--- src/design/frx_pkg.sv ---
// Package with the phase type, the framing bytes and the register indexes of the receiver.
package frx_pkg;

    typedef enum logic [2:0] {
        PH_HUNT,
        PH_LENGTH,
        PH_SUM,
        PH_SERVICE,
        PH_PAYLOAD,
        PH_EMIT
    } t_phase;

    localparam logic [7:0] HDR_FIRST  = 8'hAA;
    localparam logic [7:0] HDR_SECOND = 8'hAB;
    localparam logic [7:0] TAIL_LAST  = 8'hFB;

    localparam logic [1:0] CFG_SERVICE_A = 2'd0;
    localparam logic [1:0] CFG_SERVICE_B = 2'd1;
    localparam logic [1:0] CFG_SERVICE_C = 2'd2;

    localparam logic [7:0] SERVICE_A_RESET = 8'd1;
    localparam logic [7:0] SERVICE_B_RESET = 8'd2;
    localparam logic [7:0] SERVICE_C_RESET = 8'd3;

endpackage

--- src/design/frx_in_if.sv ---
// Channel interface that carries received bytes into the receiver.
interface frx_in_if;
    logic       valid;
    logic       ready;
    logic [7:0] rx_byte;

    modport source (output valid, output rx_byte, input ready);
    modport sink (input valid, input rx_byte, output ready);
endinterface

--- src/design/frx_out_if.sv ---
// Channel interface that carries the results of accepted frames out of the receiver.
interface frx_out_if;
    logic       valid;
    logic       ready;
    logic [7:0] service;
    logic [7:0] payload_byte;
    logic       has_byte;
    logic       last;

    modport source (output valid, output service, output payload_byte, output has_byte,
                    output last, input ready);
    modport sink (input valid, input service, input payload_byte, input has_byte,
                  input last, output ready);
endinterface

--- src/design/framed_packet_receiver.sv ---
// Framed packet receiver: header hunt, service check, payload buffer, checksum and output run.
// Received bytes are accepted while no output run is in progress and the output register is free or being read.
// A passing terminator with no payload gives its single result in the cycle after it is accepted.
// Otherwise an output run follows, in which each result waits for the registered read of the
// payload memory and then for a free output register before it is loaded.
// Reset clears all control state and loads service codes 1, 2 and 3; the payload memory is not cleared.
module framed_packet_receiver
    import frx_pkg::*;
#(
    parameter int PAYLOAD_DEPTH = 64
) (
    input  logic        i_clk,
    input  logic        i_rst_n,
    input  logic        i_cfg_we,
    input  logic [1:0]  i_cfg_idx,
    input  logic [7:0]  i_cfg_data,
    frx_in_if.sink      i_in,
    frx_out_if.source   o_out
);

    localparam int AW = $clog2(PAYLOAD_DEPTH);
    localparam int CW = $clog2(PAYLOAD_DEPTH + 1);

    t_phase          r_phase, n_phase;
    logic            r_hdr, n_hdr;
    logic [7:0]      r_length, n_length;
    logic [7:0]      r_sum, n_sum;
    logic [7:0]      r_service, n_service;
    logic [CW-1:0]   r_count, n_count;
    logic [7:0]      r_total, n_total;
    logic [7:0]      r_prev, n_prev;
    logic [AW-1:0]   r_ptr, n_ptr;
    logic            r_rd_ok, n_rd_ok;
    logic [7:0]      r_code_a, r_code_b, r_code_c;

    logic            r_out_valid, n_out_valid;
    logic [7:0]      r_out_service, n_out_service;
    logic [7:0]      r_out_byte, n_out_byte;
    logic            r_out_has, n_out_has;
    logic            r_out_last, n_out_last;

    logic [7:0]      mem [PAYLOAD_DEPTH];
    logic [7:0]      r_rd_data;
    logic            mem_we;

    logic            in_acc;
    logic            out_free;
    logic            emit_load;
    logic            emit_last;
    logic [7:0]      b;
    logic [CW+7:0]   n_wide;
    logic            check_ok;

    assign b         = i_in.rx_byte;
    assign out_free  = !r_out_valid || o_out.ready;
    assign i_in.ready = (r_phase != PH_EMIT) && out_free;
    assign in_acc    = i_in.valid && i_in.ready;
    assign n_wide    = {8'd0, r_count} - (CW + 8)'(1);
    assign check_ok  = (n_wide[7:0] == (r_length - 8'd1))
                    && ((r_total - r_prev) == (r_sum - r_service));
    assign emit_load = (r_phase == PH_EMIT) && r_rd_ok && out_free;
    assign emit_last = ((CW'(r_ptr) + CW'(2)) == r_count);

    assign o_out.valid        = r_out_valid;
    assign o_out.service      = r_out_service;
    assign o_out.payload_byte = r_out_byte;
    assign o_out.has_byte     = r_out_has;
    assign o_out.last         = r_out_last;

    always_comb begin
        n_phase       = r_phase;
        n_hdr         = r_hdr;
        n_length      = r_length;
        n_sum         = r_sum;
        n_service     = r_service;
        n_count       = r_count;
        n_total       = r_total;
        n_prev        = r_prev;
        n_ptr         = r_ptr;
        n_rd_ok       = r_rd_ok;
        n_out_valid   = r_out_valid && !o_out.ready;
        n_out_service = r_out_service;
        n_out_byte    = r_out_byte;
        n_out_has     = r_out_has;
        n_out_last    = r_out_last;
        mem_we        = 1'b0;

        case (r_phase)
            PH_HUNT: begin
                if (in_acc) begin
                    if (b == (r_hdr ? HDR_SECOND : HDR_FIRST)) begin
                        if (r_hdr) begin
                            n_hdr   = 1'b0;
                            n_phase = PH_LENGTH;
                        end else begin
                            n_hdr = 1'b1;
                        end
                    end else begin
                        n_hdr = 1'b0;
                    end
                end
            end
            PH_LENGTH: begin
                if (in_acc) begin
                    n_length = b;
                    n_phase  = PH_SUM;
                end
            end
            PH_SUM: begin
                if (in_acc) begin
                    n_sum   = b;
                    n_phase = PH_SERVICE;
                end
            end
            PH_SERVICE: begin
                if (in_acc) begin
                    if (b == r_code_a || b == r_code_b || b == r_code_c) begin
                        n_service = b;
                        n_count   = '0;
                        n_total   = 8'd0;
                        n_prev    = 8'd0;
                        n_phase   = PH_PAYLOAD;
                    end else begin
                        n_phase = PH_HUNT;
                    end
                end
            end
            PH_PAYLOAD: begin
                if (in_acc) begin
                    if (b != TAIL_LAST) begin
                        if (r_count >= CW'(PAYLOAD_DEPTH)) begin
                            n_phase = PH_HUNT;
                        end else begin
                            mem_we  = 1'b1;
                            n_count = r_count + CW'(1);
                            n_total = r_total + b;
                            n_prev  = b;
                        end
                    end else if (r_count == '0 || !check_ok) begin
                        n_phase = PH_HUNT;
                    end else if (r_count == CW'(1)) begin
                        n_out_valid   = 1'b1;
                        n_out_service = r_service;
                        n_out_byte    = 8'd0;
                        n_out_has     = 1'b0;
                        n_out_last    = 1'b1;
                        n_phase       = PH_HUNT;
                    end else begin
                        n_ptr   = '0;
                        n_rd_ok = 1'b0;
                        n_phase = PH_EMIT;
                    end
                end
            end
            PH_EMIT: begin
                if (emit_load) begin
                    n_out_valid   = 1'b1;
                    n_out_service = r_service;
                    n_out_byte    = r_rd_data;
                    n_out_has     = 1'b1;
                    n_out_last    = emit_last;
                    n_rd_ok       = 1'b0;
                    n_ptr         = r_ptr + AW'(1);
                    if (emit_last) begin
                        n_phase = PH_HUNT;
                    end
                end else begin
                    n_rd_ok = 1'b1;
                end
            end
            default: begin
                n_phase = PH_HUNT;
            end
        endcase
    end

    always_ff @(posedge i_clk) begin
        if (!i_rst_n) begin
            r_phase     <= PH_HUNT;
            r_hdr       <= 1'b0;
            r_length    <= 8'd0;
            r_sum       <= 8'd0;
            r_service   <= 8'd0;
            r_count     <= '0;
            r_total     <= 8'd0;
            r_prev      <= 8'd0;
            r_ptr       <= '0;
            r_rd_ok     <= 1'b0;
            r_out_valid <= 1'b0;
        end else begin
            r_phase     <= n_phase;
            r_hdr       <= n_hdr;
            r_length    <= n_length;
            r_sum       <= n_sum;
            r_service   <= n_service;
            r_count     <= n_count;
            r_total     <= n_total;
            r_prev      <= n_prev;
            r_ptr       <= n_ptr;
            r_rd_ok     <= n_rd_ok;
            r_out_valid <= n_out_valid;
        end
    end

    always_ff @(posedge i_clk) begin
        r_out_service <= n_out_service;
        r_out_byte    <= n_out_byte;
        r_out_has     <= n_out_has;
        r_out_last    <= n_out_last;
    end

    always_ff @(posedge i_clk) begin
        if (!i_rst_n) begin
            r_code_a <= SERVICE_A_RESET;
            r_code_b <= SERVICE_B_RESET;
            r_code_c <= SERVICE_C_RESET;
        end else if (i_cfg_we) begin
            case (i_cfg_idx)
                CFG_SERVICE_A: r_code_a <= i_cfg_data;
                CFG_SERVICE_B: r_code_b <= i_cfg_data;
                CFG_SERVICE_C: r_code_c <= i_cfg_data;
                default: begin
                end
            endcase
        end
    end

    always_ff @(posedge i_clk) begin
        if (mem_we) begin
            mem[r_count[AW-1:0]] <= b;
        end
        r_rd_data <= mem[r_ptr];
    end

`ifndef NO_ASSERTIONS
    a_last_returns_to_hunt: assert property (@(posedge i_clk) disable iff (!i_rst_n)
        (emit_load && emit_last) |=> (r_phase == PH_HUNT && r_out_valid && r_out_last))
        else $error("final result of a run did not return the receiver to header hunt");

    a_emit_pointer_in_run: assert property (@(posedge i_clk) disable iff (!i_rst_n)
        (r_phase == PH_EMIT) |-> ((CW'(r_ptr) + CW'(1)) < r_count))
        else $error("output run pointer beyond the stored payload");

    a_read_waits_for_slot: assert property (@(posedge i_clk) disable iff (!i_rst_n)
        (r_phase == PH_EMIT && r_rd_ok && !out_free) |=> (r_rd_ok && $stable(r_ptr)))
        else $error("memory read data lost while the output register was full");
`endif

endmodule

--- src/flat_wrapper.sv ---
// flat-port wrapper written by rule: the top's interface ports become plain ports
module framed_packet_receiver_flat import frx_pkg::*;
#(
    parameter int PAYLOAD_DEPTH = 64
)
  (i_clk, i_rst_n, i_cfg_we, i_cfg_idx, i_cfg_data, i_in_valid, i_in_rx_byte, i_in_ready, o_out_valid, o_out_service, o_out_payload_byte, o_out_has_byte, o_out_last, o_out_ready);
  frx_in_if i_in_i ();
  frx_out_if o_out_i ();
  input  logic i_clk;
  input  logic i_rst_n;
  input  logic i_cfg_we;
  input  logic [1:0] i_cfg_idx;
  input  logic [7:0] i_cfg_data;
  input wire logic [$bits(i_in_i.valid)-1:0] i_in_valid;
  input wire logic [$bits(i_in_i.rx_byte)-1:0] i_in_rx_byte;
  output wire logic [$bits(i_in_i.ready)-1:0] i_in_ready;
  output wire logic [$bits(o_out_i.valid)-1:0] o_out_valid;
  output wire logic [$bits(o_out_i.service)-1:0] o_out_service;
  output wire logic [$bits(o_out_i.payload_byte)-1:0] o_out_payload_byte;
  output wire logic [$bits(o_out_i.has_byte)-1:0] o_out_has_byte;
  output wire logic [$bits(o_out_i.last)-1:0] o_out_last;
  input wire logic [$bits(o_out_i.ready)-1:0] o_out_ready;
  assign i_in_i.valid = i_in_valid;
  assign i_in_i.rx_byte = i_in_rx_byte;
  assign i_in_ready = i_in_i.ready;
  assign o_out_valid = o_out_i.valid;
  assign o_out_service = o_out_i.service;
  assign o_out_payload_byte = o_out_i.payload_byte;
  assign o_out_has_byte = o_out_i.has_byte;
  assign o_out_last = o_out_i.last;
  assign o_out_i.ready = o_out_ready;
  framed_packet_receiver #(.PAYLOAD_DEPTH(PAYLOAD_DEPTH)) u_core (.i_clk(i_clk), .i_rst_n(i_rst_n), .i_cfg_we(i_cfg_we), .i_cfg_idx(i_cfg_idx), .i_cfg_data(i_cfg_data), .i_in(i_in_i), .o_out(o_out_i));
endmodule
--- config.mk ---
export PLATFORM = sky130hd
export DESIGN_NAME = framed_packet_receiver_flat
export DESIGN_NICKNAME = d
export VERILOG_FILES = /design/src/design/frx_pkg.sv /design/src/design/frx_in_if.sv /design/src/design/frx_out_if.sv /design/src/design/framed_packet_receiver.sv /design/src/flat_wrapper.sv
export SDC_FILE = /design/constraint.sdc
export NUM_CORES = 1
export LEC_CHECK = 0
export BUFFER_PORTS_ARGS = -buffer_cell sky130_fd_sc_hd__buf_2
export CORE_MARGIN = 3
export CORE_UTILIZATION = 60
export CTS_BUF_LIST = sky130_fd_sc_hd__clkbuf_16
export CTS_CLUSTER_DIAMETER = 40
export CTS_CLUSTER_SIZE = 14
export DETAILED_ROUTE_END_ITERATION = 10
export GPL_ROUTABILITY_DRIVEN = 0
export GPL_TIMING_DRIVEN = 0
export PLACE_DENSITY = 0.78
export RECOVER_POWER = 100
export SYNTH_ARGS = -nofsm -noshare
export SYNTH_HDL_FRONTEND = slang
export SYNTH_SLANG_ARGS = --single-unit
--- constraint.sdc ---
create_clock -name i_clk -period 9.85 [get_ports i_clk]
set_input_delay 1.4775 -clock i_clk [delete_from_list [all_inputs] [get_ports i_clk]]
set_output_delay 1.4775 -clock i_clk [all_outputs]
set_load 0.03 [all_outputs]
Word-level counts from Yosys, hierarchy flattened:

Memory sizes are Yosys's and may differ from the RTL's. A register that Yosys moved wholly into a read port is not among the register bits.
Index checks and enable logic that the tools add are counted.

* memories: 1
* register bits: 101
* bits of input ports: 23
* word-level logic and storage cells: 174
* memory bits (writable): 512
* output and inout bits: 20

Memories
* u_core.mem: words 64, bits a word 8, read ports 1, clocked after Yosys merged registers in 1, write ports 1, line framed_packet_receiver.sv:42 `logic [7:0] mem [PAYLOAD_DEPTH];`

* add/sub/neg operators: 8
* order comparisons: 1
* reduce and logical (&&, ||, !) cells: 30
* muxes and demuxes: 82
* equal/unequal tests: 34

Operator list (number)
* $mux 8: 18
* $pmux 8 s2: 4
* $eq 8x8->1: 6
* $mux 3: 14
* $mux 7: 5
* $mux 6: 5
* $mux 1: 29
* $ne 2x1->1 const B: 12
* $pmux 3 s6: 1
* $reduce_and 6->1: 3
* $sub 8x8->8: 2
* $pmux 7 s2: 1
* $pmux 6 s2: 1
* $reduce_and 2->1: 6
* $reduce_and 10->1: 1
* $add 8x8->8: 1
* $ne 2x2->1 const B: 4
* $ne 8x8->1 const B: 1
* $pmux 1 s2: 4
* $sub 7x1->8 const B: 1
* $sub 8x1->8 const B: 1
* $add 6x2->7 const B: 1
* $add 7x1->7 const B: 1
* $eq 7x1->1 const B: 1
* 18 further kinds: 32

Depth between registers and ports, before layout:

Gate-level depths: netlist of the first run.

* word-level depth: 9
* depth in mapped cells: 13
* gate-level depth less buffers: 12

Worst setup path after synthesis of the first run:

Ideal clock, no wire load.

* kind: in2reg
* start point: input i_in_rx_byte[1]
* end point: register u_core.r_out_has (netlist: u_core.o_out.has_byte), enable pin
* arrival: 3909 ps
* cell stages on the path: 6
* required time: 9426 ps
* path slack: 5517 ps
* path buffers: 1
* library setup time: 424 ps
* cells stage by stage: clkbuf_1 nor2b_1 nand4_1 nor2_1 nand3_1 a221oi_1

* cells in the longest elaborated chain, start to end: 3

RTL lines
* start: declaration: line flat_wrapper.sv:15 `input wire logic [$bits(i_in_i.rx_byte)-1:0] i_in_rx_byte;`
* $ne 8x8->1: line framed_packet_receiver.sv:130 `if (b != TAIL_LAST) begin`
* $ne 2x2->1 (no source line)
* $reduce_and 6->1 (no source line)
* end signal: assignment: line framed_packet_receiver.sv:208 `r_out_has <= n_out_has;`
* end: declaration: line framed_packet_receiver.sv:39 `logic r_out_has, n_out_has;`

Every way passes these cells.
A chain may end at the register's enable or synchronous reset.

Final worst setup path of the first run:

* start point: input i_in_rx_byte[5]
* end point: register u_core.r_out_last (netlist: u_core.o_out.last), enable pin

* cells in the longest elaborated chain, start to end: 3

RTL lines
* $ne 8x8->1: line framed_packet_receiver.sv:130
* $ne 2x2->1 (no source line)
* $reduce_and 6->1 (no source line)
* end signal: assignment: line framed_packet_receiver.sv:209 `r_out_last <= n_out_last;`
* end: declaration: line framed_packet_receiver.sv:40 `logic r_out_last, n_out_last;`

Every way passes these cells.

==> out/qor.csv, run 1 <==
stage,metric,value,unit
status,outcome,"complete, but fails checks",
status,failing checks,"capacitance limit, slew limit",
grt,Tot GR Track Use,28.2,%
cts,clock sinks,621,
cts,CTS max path bufs,3,
synthesis,syn avg cell area,16.3,um^2
finish,Nets,1747,
floorplanning,DIE WIDTH,213,um
sta,max-slew violations,497,
synthesis,Mapped Nets,1629,
worst_setup_path,"Top cell by count, worst path",clkbuf_1,
synthesis,xor/xnor share of the synthesized area,2.55,%
synthesis,ys flop type,edfxtp_1,
worst_setup_path,Setup crit end kind,register,
worst_setup_path,crit-path cells,clkbuf_1 -> clkbuf_1 -> clkbuf_1 -> nand4_1 -> nor2_1 -> nand3_1 -> a221oi_1 -> clkbuf_1,
pwr,Pleak,0.00937,uW
synthesis,compound-cell area share of the yosys netlist,3.99,%
cts,# resized after CTS,0,
cts,Skew-Pair Late Insertion Delay,0.61,ns
cts,CTS tree,built,
floorplanning,Starting Density,61.0,%
worst_setup_path,R2R cell count,9,
routing,drt first-iter violations,1895,
grt,pin count of the biggest net entering global routing,68,
worst_setup_path,R2R Setup Slk,5.11,ns
pwr,Power Density,193,mW/mm^2
grt,global-route wire length before repair,93.3,mm
floorplanning,chip height,213,um
worst_setup_path,family with the most delay on the worst path,buffers and inverters,
routing,drt first pass iters,8,
worst_setup_path,slowest cell on the critical path,clkbuf_1,
floorplanning,Core Area,0.0421,mm^2
worst_setup_path,Critical path origin,i_in_rx_byte[5],
sta,worst slew pin tran,3.31,ns
worst_setup_path,Crit Path Max Fanout,47,
synthesis,sequential fraction of the synthesis area,69.0,%
worst_setup_path,CP Launch Type,input port,
grt,number of antenna violations at the first check in global routing,2,
sta,Final Hold Vio Count,0,
placement,Port Buf Inserts,42,
sta,Period minus WS final,7.05,ns
worst_hold_path,Hold Path Sink,u_core.o_out.service[4],
sta,setup_tns,0,ns
sta,fmax,142,MHz
cts,postcts setup bufs,0,
worst_setup_path,Max stage delay on crit path,1.93,ns
synthesis,#FFs+latches synth,621,
routing,DRC viols,0,
synthesis,share of the synthesized area in the top cell type,61.9,%
synthesis,Synth Instances,1574,
worst_setup_path,FF-to-FF End,u_core.r_rd_data[3],
worst_setup_path,critical path type,input port to register,
placement,DP Wirelength,38.7,mm
grt,number of global-route vias before repair,14757,
floorplanning,Total Die Area,0.0454,mm^2
cts,hold buffer count at cts,0,
sta,RSZ-0062 raised after global routing,no,
finish,"non-filler cells, final",2285,
sta,slew margin rel.,-121,%
synthesis,Post-Syn Area,0.0257,mm^2
flow_run,Max Cap Viol,8,
floorplanning,IO Pins,43,
worst_hold_path,Hold Crit Class,register to register,
routing,Detailed Route WL,63.5,mm
floorplanning,Rows,75,
sta,final setup violation count,0,
worst_hold_path,Hold Crit Start,u_core.r_service[4],
finish,share of cells above drive strength 1,15.7,%
routing,post-route ant nets,0,
pwr,worst vdd rail ir drop,0.217,mV
synthesis,Synth Area in Adders,1.64,%
synthesis,top-count cell post-synth,edfxtp_1,
synthesis,"EDFF count, synth",530,
cts,clk root buf,clkbuf_16,
routing,vias,15128,
worst_setup_path,FF-to-FF Start,u_core.r_ptr[1],
sta,crit share post-route,71.6,%
synthesis,mux cell area share after synthesis,14.8,%
finish,area grow syn2layout,12.5,%
routing,Vias/cell,6.62,
synthesis,Synth area leader,edfxtp_1,
grt,GR Overflow Total,0,
worst_hold_path,Hold Path Cell Cnt,0,
synthesis,Post-synth ARST share,0,%
cts,"CTS clk-pin slew, worst paths",0.06,ns
synthesis,simple-gate portion of the synthesized area,5.80,%
sta,Setup Skew,0.0234,ns
cts,H-Tree Depth,3,
synthesis,YS warnings,0,
synthesis,Synth area leaders,"edfxtp_1, mux4_2, dfxtp_1",
cts,cts bufs inserted,71,
synthesis,main combinational cell family by area after synthesis,multiplexers,
routing,routed len/inst,27.8,um
worst_setup_path,critical path required time,10.08,ns
synthesis,Synth top cells by count,"edfxtp_1, nor2_1, mux2i_1",
worst_setup_path,crit path buf inv count,4,
placement,dpl cells,2156,
synthesis,count of cell types in the netlist,62,
worst_setup_path,Worst Path Arrival,7.28,ns
## cell usage in the layout, fill, tap and decap left out, drive strengths merged, types with 4 or more instances in the layout
master / n
a211oi: 11
a21o: 6
a21oi: 59
and2: 13
and3: 4
buf: 41
bufinv: 6
clkbuf: 176
clkinv: 15
clkinvlp: 7
dfxtp: 91
edfxtp: 530
ha: 29
inv: 51
mux2i: 127
mux4: 112
nand2: 51
nand2b: 6
nand3: 41
nand3b: 8
nand4: 6
nor2: 133
nor2b: 9
nor3: 12
nor3b: 4
nor4: 9
o21ai: 44
o221ai: 10
o22ai: 16
or3: 6
xnor2: 34
xor2: 41
## metrics by stage
stage	utilization (%)	hold slack, ns	setup slack, ns	total power (uW)	instance area, um^2
floorplan	-	0.430	5.52	2940	25700
CTS	68.8	0.467	4.49	5610	29000
detailed placement	63.2	0.457	3.88	3000	26600
global placement	63.1	0.449	3.61	2990	26600
global route	68.7	0.480	2.53	5720	28900
finish	68.7	0.463	2.80	5590	28900
## state kept, by name (all words and copies together) (netlist names)
register and flops:
u_core.mem 512, u_core.o_out.has_byte 1, u_core.o_out.service 8, u_core.o_out.payload_byte 8, u_core.r_rd_ok 1, u_core.r_ptr 6
u_core.r_total 8, u_core.r_hdr 1, u_core.r_code_c 8, u_core.r_sum 8, u_core.o_out.last 1, u_core.r_prev 8
u_core.r_code_b 8, u_core.r_count 7, u_core.r_service 8, u_core.r_phase 3, u_core.r_length 8, u_core.r_code_a 8
u_core.o_out.valid 1, u_core.r_rd_data 8
## power by group
group / internal, uW / switching (uW)
Sequential: 2860 / 2.76
Clock: 1540 / 1100
Combinational: 17.6 / 67.6
## per-layer routing
metal / GRT usage [%] / share of wire, %
met5: 0 / 0.061
met4: 11.2 / 3.5
met3: 6.51 / 11
met2: 43.7 / 47
met1: 39.5 / 38
## cells by family (layout without fill, tap and decap cells)
group / Yosys count / in the layout
AOI/OAI and AO/OA: 168 / 168
xor gates and xnor gates: 75 / 75
adders and majority gates: 32 / 32
buffers and inverters: 125 / 296
DFF: 621 / 621
muxes: 239 / 239
other: 0 / 1
and+or+nand+nor: 314 / 314
## worst register-to-register path, delay by kind of cell (launching register included)
kind | cells | cell delay, ns
AOI/OAI and AO/OA | 2 | 0.34
and+or+nand+nor | 1 | 0.11
buffers and inverters | 4 | 2.86
DFF | 1 | 0.35
muxes | 2 | 0.91
## cell type report
class | instances | area [um^2]
fill | 2620 | 13200
timing repair buffer | 45 | 183
clock buffer | 73 | 1830
tap | 539 | 674
inverter | 26 | 97.6
buffer | 99 | 484
multi-input combinational | 828 | 7380
clock inverter | 53 | 548
antenna | 1 | 2.50
sequential | 621 | 17700
## how the worst max path moves through the flow
stage                                        end  slack [ns]  cells after the start
global route                   u_core.o_out.last        2.53                      8
detailed placement             u_core.mem[24][7]        3.88                     11
finish                         u_core.o_out.last        2.80                      8
floorplan                  u_core.o_out.has_byte        5.52                      6
CTS                             u_core.mem[0][7]        4.49                     11
global placement    u_core.o_out.payload_byte[2]        3.61                      7
(Power assumes the default switching activity.)
==> inputs of run 2 (changes only) <==
Clock period 9.85 ns to 6.66 ns, I/O delays scaled along.
==> out/qor.csv, run 2 (same netlist as run 1, synthesis figures left out) <==
stage,metric,value,unit,change
sta,final setup violation count,0,,unchanged
sta,Period minus WS final,5.58,ns,
flow_run,Max Cap Viol,1,,was 8
cts,H-Tree Depth,3,,unchanged
sta,crit share post-route,83.7,%,
sta,Final Hold Vio Count,0,,unchanged
cts,Skew-Pair Late Insertion Delay,0.61,ns,about the same
pwr,worst vdd rail ir drop,0.321,mV,was 0.217 mV
finish,Nets,1747,,unchanged
cts,CTS max path bufs,3,,unchanged
cts,CTS tree,built,,unchanged
worst_setup_path,slowest cell on the critical path,clkbuf_1,,unchanged
sta,fmax,179,MHz,
finish,most frequent cells in the layout,"edfxtp_1, nor2_1, mux2i_1",,unchanged
routing,met3 routed WL,6.96,mm,was 7.18 mm
cts,cts bufs inserted,71,,unchanged
grt,GR Overflow Total,0,,unchanged
worst_setup_path,Worst Path Arrival,5.82,ns,was 7.28 ns
worst_setup_path,Setup crit end kind,register,,unchanged
floorplanning,Total Die Area,0.0454,mm^2,unchanged
routing,Vias/cell,6.60,,was 6.62
status,failing checks,"capacitance limit, slew limit",,unchanged
routing,routed len/inst,27.7,um,was 27.8 um
routing,drt first pass iters,6,,was 8
sta,RSZ-0062 raised after global routing,no,,unchanged
floorplanning,chip height,213,um,unchanged
floorplanning,IO Pins,43,,unchanged
placement,Port Buf Inserts,42,,unchanged
cts,clk root buf,clkbuf_16,,unchanged
worst_setup_path,crit-path cells,clkbuf_1 -> nand4_1 -> nor2_1 -> nor2_1 -> nand3_1 -> clkbuf_1 -> nor2_1 -> nand3_1 -> nor2_1,,was clkbuf_1 -> clkbuf_1 -> clkbuf_1 -> nand4_1 -> nor2_1 -> nand3_1 -> a221oi_1 -> clkbuf_1
cts,postcts setup bufs,0,,unchanged
floorplanning,Starting Density,61.0,%,unchanged
routing,drt first-iter violations,1889,,was 1895
worst_setup_path,CP Launch Type,input port,,unchanged
sta,worst slew pin tran,3.23,ns,was 3.31 ns
worst_hold_path,Hold Crit Class,register to register,,unchanged
sta,Setup Skew,0.0255,ns,was 0.0234 ns
floorplanning,DIE WIDTH,213,um,unchanged
cts,hold buffer count at cts,0,,unchanged
routing,DRC viols,0,,unchanged
floorplanning,Rows,75,,unchanged
status,outcome,"complete, but fails checks",,unchanged
worst_setup_path,Crit Path Max Fanout,67,,was 47
cts,clock sinks,621,,unchanged
sta,max-slew violations,68,,was 497
grt,global-route wire length before repair,93.3,mm,unchanged
worst_setup_path,critical path required time,6.91,ns,was 10.08 ns
floorplanning,Core Area,0.0421,mm^2,unchanged
routing,met2 wire length,29.8,mm,was 29.9 mm
pwr,Pleak,0.00941,uW,was 0.00937 uW
placement,area post-placement,0.0266,mm^2,unchanged
routing,vias,15082,,was 15128
routing,post-route ant nets,0,,unchanged
worst_setup_path,Max stage delay on crit path,2.23,ns,was 1.93 ns
routing,Detailed Route WL,63.2,mm,was 63.5 mm
grt,number of global-route vias before repair,14757,,unchanged
grt,pin count of the biggest net entering global routing,68,,unchanged
grt,number of antenna violations at the first check in global routing,2,,unchanged
worst_setup_path,critical path type,input port to register,,unchanged
finish,fin area,0.0290,mm^2,was 0.0289 mm^2
cts,# resized after CTS,0,,unchanged
cts,"CTS clk-pin slew, worst paths",0.06,ns,about the same
worst_setup_path,"Top cell by count, worst path",nor2_1,,was clkbuf_1
finish,"commonest non-fill, non-tap cell in the layout",edfxtp_1,,unchanged
finish,share of cells above drive strength 1,16.2,%,was 15.7%
pwr,Power Density,285,mW/mm^2,was 193 mW/mm^2
sta,setup_tns,0,ns,unchanged
grt,Tot GR Track Use,28.2,%,unchanged
sta,worst hold margin,0.464,ns,was 0.463 ns
routing,met1 WL,24.2,mm,was 24.1 mm
finish,max reg flops,512,,unchanged
routing,highest routed layer,met4,,was met5
sta,slew margin rel.,-115,%,was -121%
finish,area grow syn2layout,12.7,%,was 12.5%
placement,DP Wirelength,38.7,mm,unchanged
## run 2: final timing paths
| check | from | to | slack (ns) | cells past startpoint |
|---|---|---|---|---|
| worst min-delay path | u_core.r_service[4] | u_core.o_out.service[4] | 0.46 | 0 |
| worst max register to register | u_core.r_ptr[1] | u_core.r_rd_data[3] | 1.86 | 9 |
| worst min register to register | u_core.r_service[4] | u_core.o_out.service[4] | 0.46 | 0 |
| worst max-delay path | i_in_rx_byte[7] | u_core.mem[14][4] | 1.08 | 9 |
## run 2: report_power, final
| part | leakage, uW | switching (uW) | total (uW) | internal [uW] |
|---|---|---|---|---|
| combinational | 0.00269 | 99.5 | 128 | 28.7 |
| clock | 0.00117 | 1630 | 3910 | 2280 |
| sequential | 0.00554 | 4.06 | 4220 | 4220 |
## run 2: layer usage
| layer | global-route usage [%] | vias to the layer above |
|---|---|---|
| met4 | 11.2 | 0 |
| met5 | 0 | - |
| li1 | - | 6341 |
| met2 | 43.7 | 1001 |
| met3 | 6.51 | 177 |
| met1 | 39.5 | 7563 |
## run 2: stage by stage
stage	std cells	setup WS (ns)	total power (uW)	util, %
4_1_cts	2282	1.77	8290	68.8
5_1_grt	2284	0.886	8450	68.8
6_report	2286	1.08	8260	68.8
3_3_place_gp	2155	0.895	4420	63.1
3_5_place_dp	2156	1.17	4430	63.2
2_1_floorplan	1574	2.67	4350	-
## run 2: layout make-up
class                      instances  area, um^2
sequential                       621       17700
fill                            2612       13200
multi-input combinational        828        7380
clock buffer                      73        1830
tap                              539         674
clock inverter                    53         548
buffer                            99         484
timing repair buffer              45         225
inverter                          26        97.6
antenna                            2        5.00
## run 2: worst max-delay path, delay by kind of cell
family	cells	cell delay, ns
buf+inv	2	2.65
simple gates	7	2.09
